`src/rtl/meter_record_value_extractor_core_assert.svh`:
```
// ---------------------------------------------------------------------------
// Assertion macros for the meter record value extractor.
// Each macro checks a property on the rising clock edge, outside reset.
// ---------------------------------------------------------------------------
`ifndef METER_RECORD_VALUE_EXTRACTOR_CORE_ASSERT_SVH
`define METER_RECORD_VALUE_EXTRACTOR_CORE_ASSERT_SVH
`ifndef SYNTHESIS
`define MRVE_ASSERT_HOLDS(label, cond) \
   label: assert property (@(posedge clock) disable iff (reset) (cond)) \
      else $error("mrve: property failed");
`define MRVE_ASSERT_IMPLIES(label, pre, post) \
   label: assert property (@(posedge clock) disable iff (reset) (pre) |-> (post)) \
      else $error("mrve: implication failed");
`define MRVE_ASSERT_NEXT(label, pre, post) \
   label: assert property (@(posedge clock) disable iff (reset) (pre) |=> (post)) \
      else $error("mrve: next-cycle implication failed");
`else
`define MRVE_ASSERT_HOLDS(label, cond)
`define MRVE_ASSERT_IMPLIES(label, pre, post)
`define MRVE_ASSERT_NEXT(label, pre, post)
`endif
`endif

```
`src/rtl/mrve_pkg.sv`:
```
// ---------------------------------------------------------------------------
// Meter record value extractor package
// Shared types, constants and index classification functions.
// ---------------------------------------------------------------------------
`default_nettype none
package mrve_pkg;

   localparam int MAX_RECORD_BYTES_DEFAULT = 2048;

   localparam logic [15:0] RECORDS_START   = 16'd28;
   localparam logic [15:0] LENGTH_HI_POS   = 16'd12;
   localparam logic [15:0] LENGTH_LO_POS   = 16'd13;
   localparam logic [15:0] POSITION_MAX    = 16'hFFFF;

   localparam logic [7:0] TYPE_MEASUREMENT = 8'd4;
   localparam logic [7:0] TYPE_COUNTER     = 8'd8;
   localparam logic [3:0] SIZE_MEASUREMENT = 4'd8;
   localparam logic [3:0] SIZE_COUNTER     = 4'd12;
   localparam logic [3:0] HEADER_BYTES     = 4'd4;

   localparam logic [7:0]  RESET_WANTED_TYPE     = 8'd4;
   localparam logic [7:0]  RESET_WANTED_INDEX    = 8'd1;
   localparam logic [15:0] RESET_EXPECTED_LENGTH = 16'd588;

   localparam logic [1:0] CSR_WANTED_TYPE     = 2'd0;
   localparam logic [1:0] CSR_WANTED_INDEX    = 2'd1;
   localparam logic [1:0] CSR_EXPECTED_LENGTH = 2'd2;

   typedef enum logic [1:0] {
      STATUS_OK        = 2'd0,
      STATUS_BAD_LEN   = 2'd1,
      STATUS_NOT_FOUND = 2'd2,
      STATUS_NO_SCALE  = 2'd3
   } status_type;

   typedef enum logic [1:0] {
      UNIT_DECIWATT  = 2'd0,
      UNIT_MILLI     = 2'd1,
      UNIT_WATTSEC   = 2'd2
   } unit_type;

   typedef enum logic [1:0] {
      PHASE_SEARCH  = 2'd0,
      PHASE_CAPTURE = 2'd1,
      PHASE_FOUND   = 2'd2,
      PHASE_STOP    = 2'd3
   } phase_type;

   typedef struct packed {
      phase_type   search_phase;
      logic [63:0] value_accum;
      logic [15:0] declared_length;
   } frame_next_type;

   typedef struct packed {
      logic [1:0]  status;
      logic [63:0] raw_value;
      logic [1:0]  unit_code;
   } rsp_payload_type;

   function automatic logic is_power_index(input logic [7:0] idx);
      case (idx) inside
         [8'd1:8'd4], 8'd9, 8'd10, [8'd21:8'd24], 8'd29, 8'd30,
         [8'd41:8'd44], 8'd49, 8'd50, [8'd61:8'd64], 8'd69, 8'd70: return 1'b1;
         default: return 1'b0;
      endcase
   endfunction

   function automatic logic is_milli_index(input logic [7:0] idx);
      case (idx) inside
         8'd13, 8'd31, 8'd32, 8'd51, 8'd52, 8'd71, 8'd72: return 1'b1;
         default: return 1'b0;
      endcase
   endfunction

endpackage
`default_nettype wire

```
`src/rtl/mrve_channels.sv`:
```
// ---------------------------------------------------------------------------
// Meter record value extractor channels
// Request, response and register write channels with valid and ready.
// ---------------------------------------------------------------------------
`default_nettype none
interface mrve_req_if;
   logic       valid;
   logic       ready;
   logic [7:0] data_byte;
   logic       last_byte;
   modport source (output valid, output data_byte, output last_byte, input ready);
   modport sink (input valid, input data_byte, input last_byte, output ready);
endinterface

interface mrve_rsp_if;
   logic        valid;
   logic        ready;
   logic [1:0]  status;
   logic [63:0] raw_value;
   logic [1:0]  unit_code;
   modport source (output valid, output status, output raw_value, output unit_code,
                   input ready);
   modport sink (input valid, input status, input raw_value, input unit_code,
                 output ready);
endinterface

interface mrve_csr_if;
   logic        valid;
   logic        ready;
   logic [1:0]  index;
   logic [15:0] data;
   modport source (output valid, output index, output data, input ready);
   modport sink (input valid, input index, input data, output ready);
endinterface
`default_nettype wire

```
`src/rtl/meter_record_value_extractor_core.sv`:
```
// ---------------------------------------------------------------------------
// Meter record value extractor core
// Walks the records of a meter datagram one byte per request and reports
// the value of the first record of the configured type and index.
// ---------------------------------------------------------------------------
//   Channel  Direction  Carries
//   req_bus  in         data_byte, last_byte
//   rsp_bus  out        status, raw_value, unit_code (one per datagram)
//   csr_bus  in         index, data (register writes, always ready)
//
// One request is taken every cycle; the response of a final byte is held
// in the output register in the cycle after it is accepted.
// A request is refused only while a response waits and rsp_bus.ready is low.
// Synchronous reset restores the register defaults and clears frame state.
// ---------------------------------------------------------------------------
`default_nettype none
`include "meter_record_value_extractor_core_assert.svh"
module meter_record_value_extractor_core
   import mrve_pkg::*;
#(
   parameter int MAX_RECORD_BYTES = MAX_RECORD_BYTES_DEFAULT
) (
   input logic        clock,
   input logic        reset,
   mrve_req_if.sink   req_bus,
   mrve_rsp_if.source rsp_bus,
   mrve_csr_if.sink   csr_bus
);

   logic [7:0]      wanted_type_ff;
   logic [7:0]      wanted_index_ff;
   logic [15:0]     expected_length_ff;
   logic            rsp_valid_ff;
   rsp_payload_type rsp_payload_ff, rsp_payload_in;
   frame_next_type  frame_next;
   logic            req_accept;

   assign req_bus.ready = !rsp_valid_ff || rsp_bus.ready;
   assign req_accept    = req_bus.valid && req_bus.ready;
   assign csr_bus.ready = 1'b1;

   always_ff @(posedge clock) begin
      if (reset) begin
         wanted_type_ff     <= RESET_WANTED_TYPE;
         wanted_index_ff    <= RESET_WANTED_INDEX;
         expected_length_ff <= RESET_EXPECTED_LENGTH;
      end else if (csr_bus.valid) begin
         case (csr_bus.index)
            CSR_WANTED_TYPE:     wanted_type_ff     <= csr_bus.data[7:0];
            CSR_WANTED_INDEX:    wanted_index_ff    <= csr_bus.data[7:0];
            CSR_EXPECTED_LENGTH: expected_length_ff <= csr_bus.data;
            default: begin
            end
         endcase
      end
   end

   mrve_frame_walker #(
      .MAX_RECORD_BYTES(MAX_RECORD_BYTES)
   ) u_walker (
      .clock       (clock),
      .reset       (reset),
      .accept      (req_accept),
      .data_byte   (req_bus.data_byte),
      .last_byte   (req_bus.last_byte),
      .wanted_type (wanted_type_ff),
      .wanted_index(wanted_index_ff),
      .frame_next  (frame_next)
   );

   mrve_verdict u_verdict (
      .wanted_type    (wanted_type_ff),
      .wanted_index   (wanted_index_ff),
      .expected_length(expected_length_ff),
      .frame_next     (frame_next),
      .result         (rsp_payload_in)
   );

   always_ff @(posedge clock) begin
      if (reset) begin
         rsp_valid_ff <= 1'b0;
      end else if (req_accept && req_bus.last_byte) begin
         rsp_valid_ff <= 1'b1;
      end else if (rsp_bus.ready) begin
         rsp_valid_ff <= 1'b0;
      end
      if (req_accept && req_bus.last_byte) begin
         rsp_payload_ff <= rsp_payload_in;
      end
   end

   assign rsp_bus.valid     = rsp_valid_ff;
   assign rsp_bus.status    = rsp_payload_ff.status;
   assign rsp_bus.raw_value = rsp_payload_ff.raw_value;
   assign rsp_bus.unit_code = rsp_payload_ff.unit_code;

   `MRVE_ASSERT_IMPLIES(a_fail_clears_value, rsp_valid_ff && rsp_payload_ff.status != STATUS_OK, rsp_payload_ff.raw_value == 64'd0 && rsp_payload_ff.unit_code == UNIT_DECIWATT)
   `MRVE_ASSERT_NEXT(a_final_gives_response, req_accept && req_bus.last_byte, rsp_valid_ff)
   `MRVE_ASSERT_IMPLIES(a_no_accept_when_full, rsp_valid_ff && !rsp_bus.ready, !req_accept)
   `MRVE_ASSERT_HOLDS(a_unit_in_range, !rsp_valid_ff || rsp_payload_ff.unit_code != 2'd3)

endmodule
`default_nettype wire

```
`src/rtl/mrve_frame_walker.sv`:
```
// ---------------------------------------------------------------------------
// Meter record value extractor frame walker
// Tracks the byte position, the declared length and the record chain, and
// captures the value of the first matching record.
// ---------------------------------------------------------------------------
`default_nettype none
module mrve_frame_walker
   import mrve_pkg::*;
#(
   parameter int MAX_RECORD_BYTES = MAX_RECORD_BYTES_DEFAULT
) (
   input  logic           clock,
   input  logic           reset,
   input  logic           accept,
   input  logic [7:0]     data_byte,
   input  logic           last_byte,
   input  logic [7:0]     wanted_type,
   input  logic [7:0]     wanted_index,
   output frame_next_type frame_next
);

   localparam logic [15:0] MaxBytes = 16'(MAX_RECORD_BYTES);

   logic [15:0] byte_position_ff, byte_position_in;
   logic [15:0] declared_length_ff, declared_length_in;
   logic [3:0]  record_offset_ff, record_offset_in;
   logic [3:0]  record_size_ff, record_size_in;
   logic [7:0]  record_index_ff, record_index_in;
   phase_type   search_phase_ff, search_phase_in;
   logic [63:0] value_accum_ff, value_accum_in;
   logic [15:0] area_limit;

   assign area_limit = (declared_length_ff > MaxBytes) ? MaxBytes : declared_length_ff;

   always_comb begin
      logic       halt;
      logic [3:0] offset_next;
      halt               = 1'b0;
      offset_next        = record_offset_ff + 4'd1;
      byte_position_in   = byte_position_ff;
      declared_length_in = declared_length_ff;
      record_offset_in   = record_offset_ff;
      record_size_in     = record_size_ff;
      record_index_in    = record_index_ff;
      search_phase_in    = search_phase_ff;
      value_accum_in     = value_accum_ff;

      if (byte_position_ff == LENGTH_HI_POS) begin
         declared_length_in = {data_byte, declared_length_ff[7:0]};
      end else if (byte_position_ff == LENGTH_LO_POS) begin
         declared_length_in = {declared_length_ff[15:8], data_byte};
      end

      if (byte_position_ff >= RECORDS_START &&
          (search_phase_ff == PHASE_SEARCH || search_phase_ff == PHASE_CAPTURE)) begin
         if (byte_position_ff == POSITION_MAX) begin
            search_phase_in = PHASE_STOP;
         end else if (search_phase_ff == PHASE_SEARCH && record_offset_ff == 4'd0 &&
                      (byte_position_ff - RECORDS_START) >= area_limit) begin
            search_phase_in = PHASE_STOP;
         end else begin
            case (record_offset_ff)
               4'd0, 4'd3: begin
               end
               4'd1: begin
                  record_index_in = data_byte;
               end
               4'd2: begin
                  if (data_byte == wanted_type && record_index_ff == wanted_index) begin
                     search_phase_in = PHASE_CAPTURE;
                     record_size_in  = (wanted_type == TYPE_COUNTER) ? SIZE_COUNTER
                                                                     : SIZE_MEASUREMENT;
                  end else if (data_byte == TYPE_COUNTER) begin
                     record_size_in = SIZE_COUNTER;
                  end else if (data_byte == TYPE_MEASUREMENT) begin
                     record_size_in = SIZE_MEASUREMENT;
                  end else begin
                     search_phase_in = PHASE_STOP;
                     halt            = 1'b1;
                  end
               end
               default: begin
                  if (search_phase_ff == PHASE_CAPTURE) begin
                     value_accum_in = {value_accum_ff[55:0], data_byte};
                  end
               end
            endcase
            if (!halt) begin
               if (offset_next >= HEADER_BYTES && offset_next >= record_size_in) begin
                  if (search_phase_in == PHASE_CAPTURE) begin
                     search_phase_in = PHASE_FOUND;
                  end
                  record_offset_in = 4'd0;
               end else begin
                  record_offset_in = offset_next;
               end
            end
         end
      end

      if (byte_position_ff != POSITION_MAX) begin
         byte_position_in = byte_position_ff + 16'd1;
      end
   end

   assign frame_next.search_phase    = search_phase_in;
   assign frame_next.value_accum     = value_accum_in;
   assign frame_next.declared_length = declared_length_in;

   always_ff @(posedge clock) begin
      if (reset || (accept && last_byte)) begin
         byte_position_ff   <= '0;
         declared_length_ff <= '0;
         record_offset_ff   <= '0;
         record_size_ff     <= '0;
         record_index_ff    <= '0;
         search_phase_ff    <= PHASE_SEARCH;
         value_accum_ff     <= '0;
      end else if (accept) begin
         byte_position_ff   <= byte_position_in;
         declared_length_ff <= declared_length_in;
         record_offset_ff   <= record_offset_in;
         record_size_ff     <= record_size_in;
         record_index_ff    <= record_index_in;
         search_phase_ff    <= search_phase_in;
         value_accum_ff     <= value_accum_in;
      end
   end

endmodule
`default_nettype wire

```
`src/rtl/mrve_verdict.sv`:
```
// ---------------------------------------------------------------------------
// Meter record value extractor verdict
// Forms the status, raw value and unit code from the state left by the
// final byte of a datagram.
// ---------------------------------------------------------------------------
`default_nettype none
module mrve_verdict
   import mrve_pkg::*;
(
   input  logic [7:0]      wanted_type,
   input  logic [7:0]      wanted_index,
   input  logic [15:0]     expected_length,
   input  frame_next_type  frame_next,
   output rsp_payload_type result
);

   logic     scaled;
   unit_type unit;

   always_comb begin
      scaled = 1'b0;
      unit   = UNIT_DECIWATT;
      if (wanted_type == TYPE_COUNTER && is_power_index(wanted_index)) begin
         scaled = 1'b1;
         unit   = UNIT_WATTSEC;
      end else if (wanted_type == TYPE_MEASUREMENT && is_power_index(wanted_index)) begin
         scaled = 1'b1;
         unit   = UNIT_DECIWATT;
      end else if (wanted_type == TYPE_MEASUREMENT && is_milli_index(wanted_index)) begin
         scaled = 1'b1;
         unit   = UNIT_MILLI;
      end
   end

   always_comb begin
      result.status    = STATUS_OK;
      result.raw_value = '0;
      result.unit_code = UNIT_DECIWATT;
      if (frame_next.declared_length != expected_length) begin
         result.status = STATUS_BAD_LEN;
      end else if (!scaled) begin
         result.status = STATUS_NO_SCALE;
      end else if (frame_next.search_phase != PHASE_FOUND) begin
         result.status = STATUS_NOT_FOUND;
      end else begin
         result.raw_value = (wanted_type == TYPE_MEASUREMENT)
                            ? {32'd0, frame_next.value_accum[31:0]}
                            : frame_next.value_accum;
         result.unit_code = unit;
      end
   end

endmodule
`default_nettype wire
```
`src/flat_wrapper.sv`:
```
// flat-port wrapper written by rule: the top's interface ports become plain ports
module meter_record_value_extractor_core_flat import mrve_pkg::*;
#(
   parameter int MAX_RECORD_BYTES = MAX_RECORD_BYTES_DEFAULT
)
  (clock, reset, req_bus_valid, req_bus_data_byte, req_bus_last_byte, req_bus_ready, rsp_bus_valid, rsp_bus_status, rsp_bus_raw_value, rsp_bus_unit_code, rsp_bus_ready, csr_bus_valid, csr_bus_index, csr_bus_data, csr_bus_ready);
  mrve_req_if req_bus_i ();
  mrve_rsp_if rsp_bus_i ();
  mrve_csr_if csr_bus_i ();
  input logic clock;
  input logic reset;
  input wire logic [$bits(req_bus_i.valid)-1:0] req_bus_valid;
  input wire logic [$bits(req_bus_i.data_byte)-1:0] req_bus_data_byte;
  input wire logic [$bits(req_bus_i.last_byte)-1:0] req_bus_last_byte;
  output wire logic [$bits(req_bus_i.ready)-1:0] req_bus_ready;
  output wire logic [$bits(rsp_bus_i.valid)-1:0] rsp_bus_valid;
  output wire logic [$bits(rsp_bus_i.status)-1:0] rsp_bus_status;
  output wire logic [$bits(rsp_bus_i.raw_value)-1:0] rsp_bus_raw_value;
  output wire logic [$bits(rsp_bus_i.unit_code)-1:0] rsp_bus_unit_code;
  input wire logic [$bits(rsp_bus_i.ready)-1:0] rsp_bus_ready;
  input wire logic [$bits(csr_bus_i.valid)-1:0] csr_bus_valid;
  input wire logic [$bits(csr_bus_i.index)-1:0] csr_bus_index;
  input wire logic [$bits(csr_bus_i.data)-1:0] csr_bus_data;
  output wire logic [$bits(csr_bus_i.ready)-1:0] csr_bus_ready;
  assign req_bus_i.valid = req_bus_valid;
  assign req_bus_i.data_byte = req_bus_data_byte;
  assign req_bus_i.last_byte = req_bus_last_byte;
  assign req_bus_ready = req_bus_i.ready;
  assign rsp_bus_valid = rsp_bus_i.valid;
  assign rsp_bus_status = rsp_bus_i.status;
  assign rsp_bus_raw_value = rsp_bus_i.raw_value;
  assign rsp_bus_unit_code = rsp_bus_i.unit_code;
  assign rsp_bus_i.ready = rsp_bus_ready;
  assign csr_bus_i.valid = csr_bus_valid;
  assign csr_bus_i.index = csr_bus_index;
  assign csr_bus_i.data = csr_bus_data;
  assign csr_bus_ready = csr_bus_i.ready;
  meter_record_value_extractor_core #(.MAX_RECORD_BYTES(MAX_RECORD_BYTES)) u_core (.clock(clock), .reset(reset), .req_bus(req_bus_i), .rsp_bus(rsp_bus_i), .csr_bus(csr_bus_i));
endmodule
```
`config.mk`:
```
export PLATFORM = sky130hd
export DESIGN_NAME = meter_record_value_extractor_core_flat
export DESIGN_NICKNAME = d
export VERILOG_FILES = /design/src/rtl/mrve_pkg.sv /design/src/rtl/mrve_channels.sv /design/src/rtl/meter_record_value_extractor_core.sv /design/src/rtl/mrve_frame_walker.sv /design/src/rtl/mrve_verdict.sv /design/src/flat_wrapper.sv
export VERILOG_INCLUDE_DIRS = /design/src /design/src/rtl
export SDC_FILE = /design/constraint.sdc
export NUM_CORES = 1
export LEC_CHECK = 0
export BUFFER_PORTS_ARGS = -buffer_cell sky130_fd_sc_hd__buf_2
export CORE_MARGIN = 8
export CORE_UTILIZATION = 40
export CTS_CLUSTER_DIAMETER = 100
export DETAILED_ROUTE_END_ITERATION = 16
export PLACE_DENSITY_LB_ADDON = 0.12
export SLEW_MARGIN = 0
export SYNTH_ARGS = -nofsm -noshare
export SYNTH_HDL_FRONTEND = slang
export SYNTH_SLANG_ARGS = --single-unit
```
`constraint.sdc`:
```
create_clock -name clock -period 5.5 [get_ports clock]
set_input_delay 0.55 -clock clock [delete_from_list [all_inputs] [get_ports clock]]
set_output_delay 0.55 -clock clock [all_outputs]
set_load 0.05 [all_outputs]
```
==> qor.yml <==
gr-total-overflow: 0
ir_drop_mv: 0.2179
synth_compound_area_frac: 0.08843
grt_pass1_vias: 8233
critPathMaxFanout: 67
cellPowerDensity_nw_per_um2: 286.1
crit_path_end_kind: "flip-flop"
die_width_um: 184.4
grt_use_met2: 0.2713
async_flop_share: 0
drive_above_1_share: 0.1805
cp.required_ps: 5720
htreeDepth: 1
antenna_found_initial: 0
vias: 8577
crit_type: "reg2reg"
syn_to_final_growth_pct: 12.48
synth_xor_xnor_area_share: 0.05480
tightest_slew_ps: 1234
start_util: 0.4073
synthSimpleGateAreaFrac: 0.2545
synth.avg_cell_area_um2: 9.378
r2r-end: "u_core.rsp_bus.raw_value[25]$_SDFFCE_PP0P_"
leakagePower_nw: 3.986
drc: 0
viasPerCell: 5.189
holdPathEnd: "u_core.expected_length_ff[9]$_SDFFE_PP1P_"
wl_per_cell_um: 17.39
min_period_ps: 4589
yosys-top-cells-count: "nand2_1, dfxtp_1, a21oi_1"
cpPeakStageDelay_ps: 560
ys_seq_area_frac: 0.4393
r2r_cells: 15
synth_fa_ha_area_frac: 0.03087
path_delay_family: "compound AO/OA/AOI/OAI gates"
fin_ws_ps: 910.7
rows: 61
cts_made_buffers: 25
holdBufCountCts: 0
status: "completed"
arrival_ps: 4810
cts_tree: "built"
core_area_um2: 27860
synth.distinct_cells: 74
io_buffers: 101
cts.sinks: 215
r2r-start: "u_core.wanted_index_ff[3]$_SDFFE_PP0P_"
drt-total-wl_um: 28750
finalSetupViolCount: 0
nNetsFinal: 1315
fin_setup_tns_ps: 0
grt.busiest_layer: "met2"
synth_top_family_by_area: "simple AND/OR/NAND/NOR gates"
io_pins: 103
max_freq_mhz: 217.9
utilization: 0.4582
synth_most_common_cell: "nand2_1"
track_usage: 0.1654
finalHoldViolations: 0
syn_area_um2: 11350
hold_class: "in2reg"
drv_cap: 0
clk_pin_slew_ps: 60
synthTopCellsByArea: "dfxtp_1, edfxtp_1, mux2i_1"
netlist_instances: 1210
cts-root-buf: "clkbuf_16"
synth_edf_count: 68
gp_congestion: 0.7945
n_fill_cell: 2752
slew_headroom: 0.1772
grt_pass1_wl_um: 45930
critPathSlowestCell: "dfxtp_1"
place_hpwl_um: 19130
dr.first_iter.drc_count: 466
synthFlopType: "dfxtp_1"
final_max_slew_viol_count: 0
clock_latency_ps: 530
dr.pass1.iters: 5
skew_ps: 15.80
synth.largest_area_cell: "dfxtp_1"
final_antenna_net_count: 0
critPathLaunchType: "flip-flop"
p_total_mw: 3.652
die_h_um: 184.4
r2r_slack_ps: 910
synth-seq-cells: 215
synth_top_area_frac: 0.2593
cp.depth: 15
fin_crit_sh: 0.8344
path_cells: "xnor2_1 -> nand4_1 -> nor4_4 -> inv_1 -> a21boi_0 -> nor2b_1 -> ha_1 -> nand2b_1 -> a2111oi_0 -> a21oi_1 -> o311a_1 -> o221a_1 -> a32oi_4 -> buf_12 -> nor4_1"
rsz0062_at_grt: "no"
clk_path_buf_depth: 3
ctsResizeCount: 0
crit_buf_inv: 2
yosys_warnings: 0
whs_path_depth: 3
min_from: "csr_bus_data[9]"
postCtsSetupBuffers: 0
met3_usage: 0.02343
grt_max_degree: 76
dieArea_um2: 34010
met1_usage: 0.2243
synthMuxAreaShare: 0.07950
dp_slack_ps: 701.3
-- area by class of cell --
class	count	area [µm²]	area share
Timing Repair Buffer	110	585.6	0.04588
Inverter	19	71.32	0.005588
Multi-Input combinational cell	884	5822	0.4561
Clock buffer	35	713.2	0.05588
Clock inverter	11	111.4	0.008725
Tap cell	378	473.0	0.03706
Sequential cell	215	4985	0.3905
Antenna cell	1	2.502	0.0001961
-- metal layers --
metal  vias up  share of wire
met2       152           0.46
met5         -              0
met4         0          0.024
met1      4046           0.48
met3        44          0.040
li1       4335              -
-- through the flow --
step	instance area [µm²]	cells	hold WS, ps
2_1_floorplan	11360	1214	435.7
3_3_place_gp	11940	1606	441.9
3_5_place_dp	11940	1606	448.1
4_1_cts	12760	1652	230.5
5_1_grt	12760	1652	271.4
6_report	12760	1653	247.9
-- cells in the final DEF (no fill, tap or decap), types with 5 or more instances in the layout --
| cell | synthesis | layout |
|---|---|---|
| nand4_1 | 14 | 14 |
| clkbuf_1 | 36 | 5 |
| xnor2_1 | 38 | 38 |
| inv_1 | 19 | 18 |
| edfxtp_1 | 68 | 68 |
| nor2_1 | 69 | 69 |
| clkbuf_16 | 0 | 25 |
| a211oi_1 | 5 | 5 |
| clkbuf_8 | 0 | 5 |
| nand3_1 | 21 | 21 |
| nand2_1 | 228 | 227 |
| buf_4 | 8 | 8 |
| buf_2 | 38 | 101 |
| or3_1 | 34 | 34 |
| nor4_1 | 21 | 21 |
| ha_1 | 28 | 28 |
| nand3b_1 | 9 | 9 |
| mux2i_1 | 89 | 89 |
| o21ai_0 | 17 | 17 |
| conb_1 | 1 | 5 |
| a21oi_1 | 113 | 113 |
| nor3_2 | 36 | 35 |
| and2_1 | 6 | 6 |
| nor4_2 | 22 | 22 |
| nand2b_1 | 12 | 12 |
| nor3b_1 | 7 | 7 |
| xor2_1 | 33 | 33 |
| nor3_1 | 12 | 12 |
| dfxtp_1 | 147 | 147 |
-- worst max-delay path by stage --
stage | slack [ps] | start | to
3_3_place_gp | 780 | req_bus_data_byte[6] | u_core.rsp_bus.raw_value[11]$_SDFFCE_PP0P_
6_report | 910 | u_core.wanted_index_ff[3]$_SDFFE_PP0P_ | u_core.rsp_bus.raw_value[25]$_SDFFCE_PP0P_
4_1_cts | 970 | u_core.wanted_index_ff[0]$_SDFFE_PP1P_ | u_core.rsp_bus.raw_value[25]$_SDFFCE_PP0P_
2_1_floorplan | 1260 | req_bus_data_byte[6] | u_core.rsp_bus.raw_value[33]$_SDFFCE_PP0P_
5_1_grt | 600 | u_core.wanted_index_ff[3]$_SDFFE_PP0P_ | u_core.rsp_bus.raw_value[25]$_SDFFCE_PP0P_
3_5_place_dp | 700 | req_bus_data_byte[6] | u_core.rsp_bus.raw_value[25]$_SDFFCE_PP0P_
-- report_power, final --
part,leakage (nW),total [mW],internal [mW],switching [mW]
clock network,0.402,1.66,0.996,0.665
registers,1.79,1.69,1.67,0.0242
logic,1.79,0.300,0.0663,0.234
-- worst reg2reg max path, cell delays in order, from the launching register on --
cell and delay (ps):
dfxtp_1 560, xnor2_1 170, nand4_1 150, nor4_4 520, inv_1 110, a21boi_0 330, nor2b_1 90, ha_1 270
nand2b_1 130, a2111oi_0 420, a21oi_1 150, o311a_1 220, o221a_1 300, a32oi_4 280, buf_12 410, nor4_1 170
-- cells by family (layout without fill, tap and decap cells) --
family          after synthesis  in the layout
compound gates              168            168
xor+xnor                     71             71
fa+ha+maj                    28             28
buf+inv                     115            175
flops                       215            215
mux                          90             90
other cells                   1              6
simple gates                522            522
-- state kept, by name (all words and copies together), names as in the netlist --
register and cells:
u_core.rsp_bus.raw_value 64, u_core.u_walker.value_accum_ff 64, u_core.expected_length_ff 16, u_core.u_walker.byte_position_ff 16
u_core.u_walker.declared_length_ff 16, u_core.u_walker.record_index_ff 8, u_core.wanted_index_ff 8, u_core.wanted_type_ff 8
u_core.u_walker.record_offset_ff 4, u_core.u_walker.record_size_ff 4, u_core.rsp_bus.status 2, u_core.rsp_bus.unit_code 2
u_core.u_walker.search_phase_ff 2, u_core.rsp_bus.valid 1
Power figures use the tool's default switching activity.
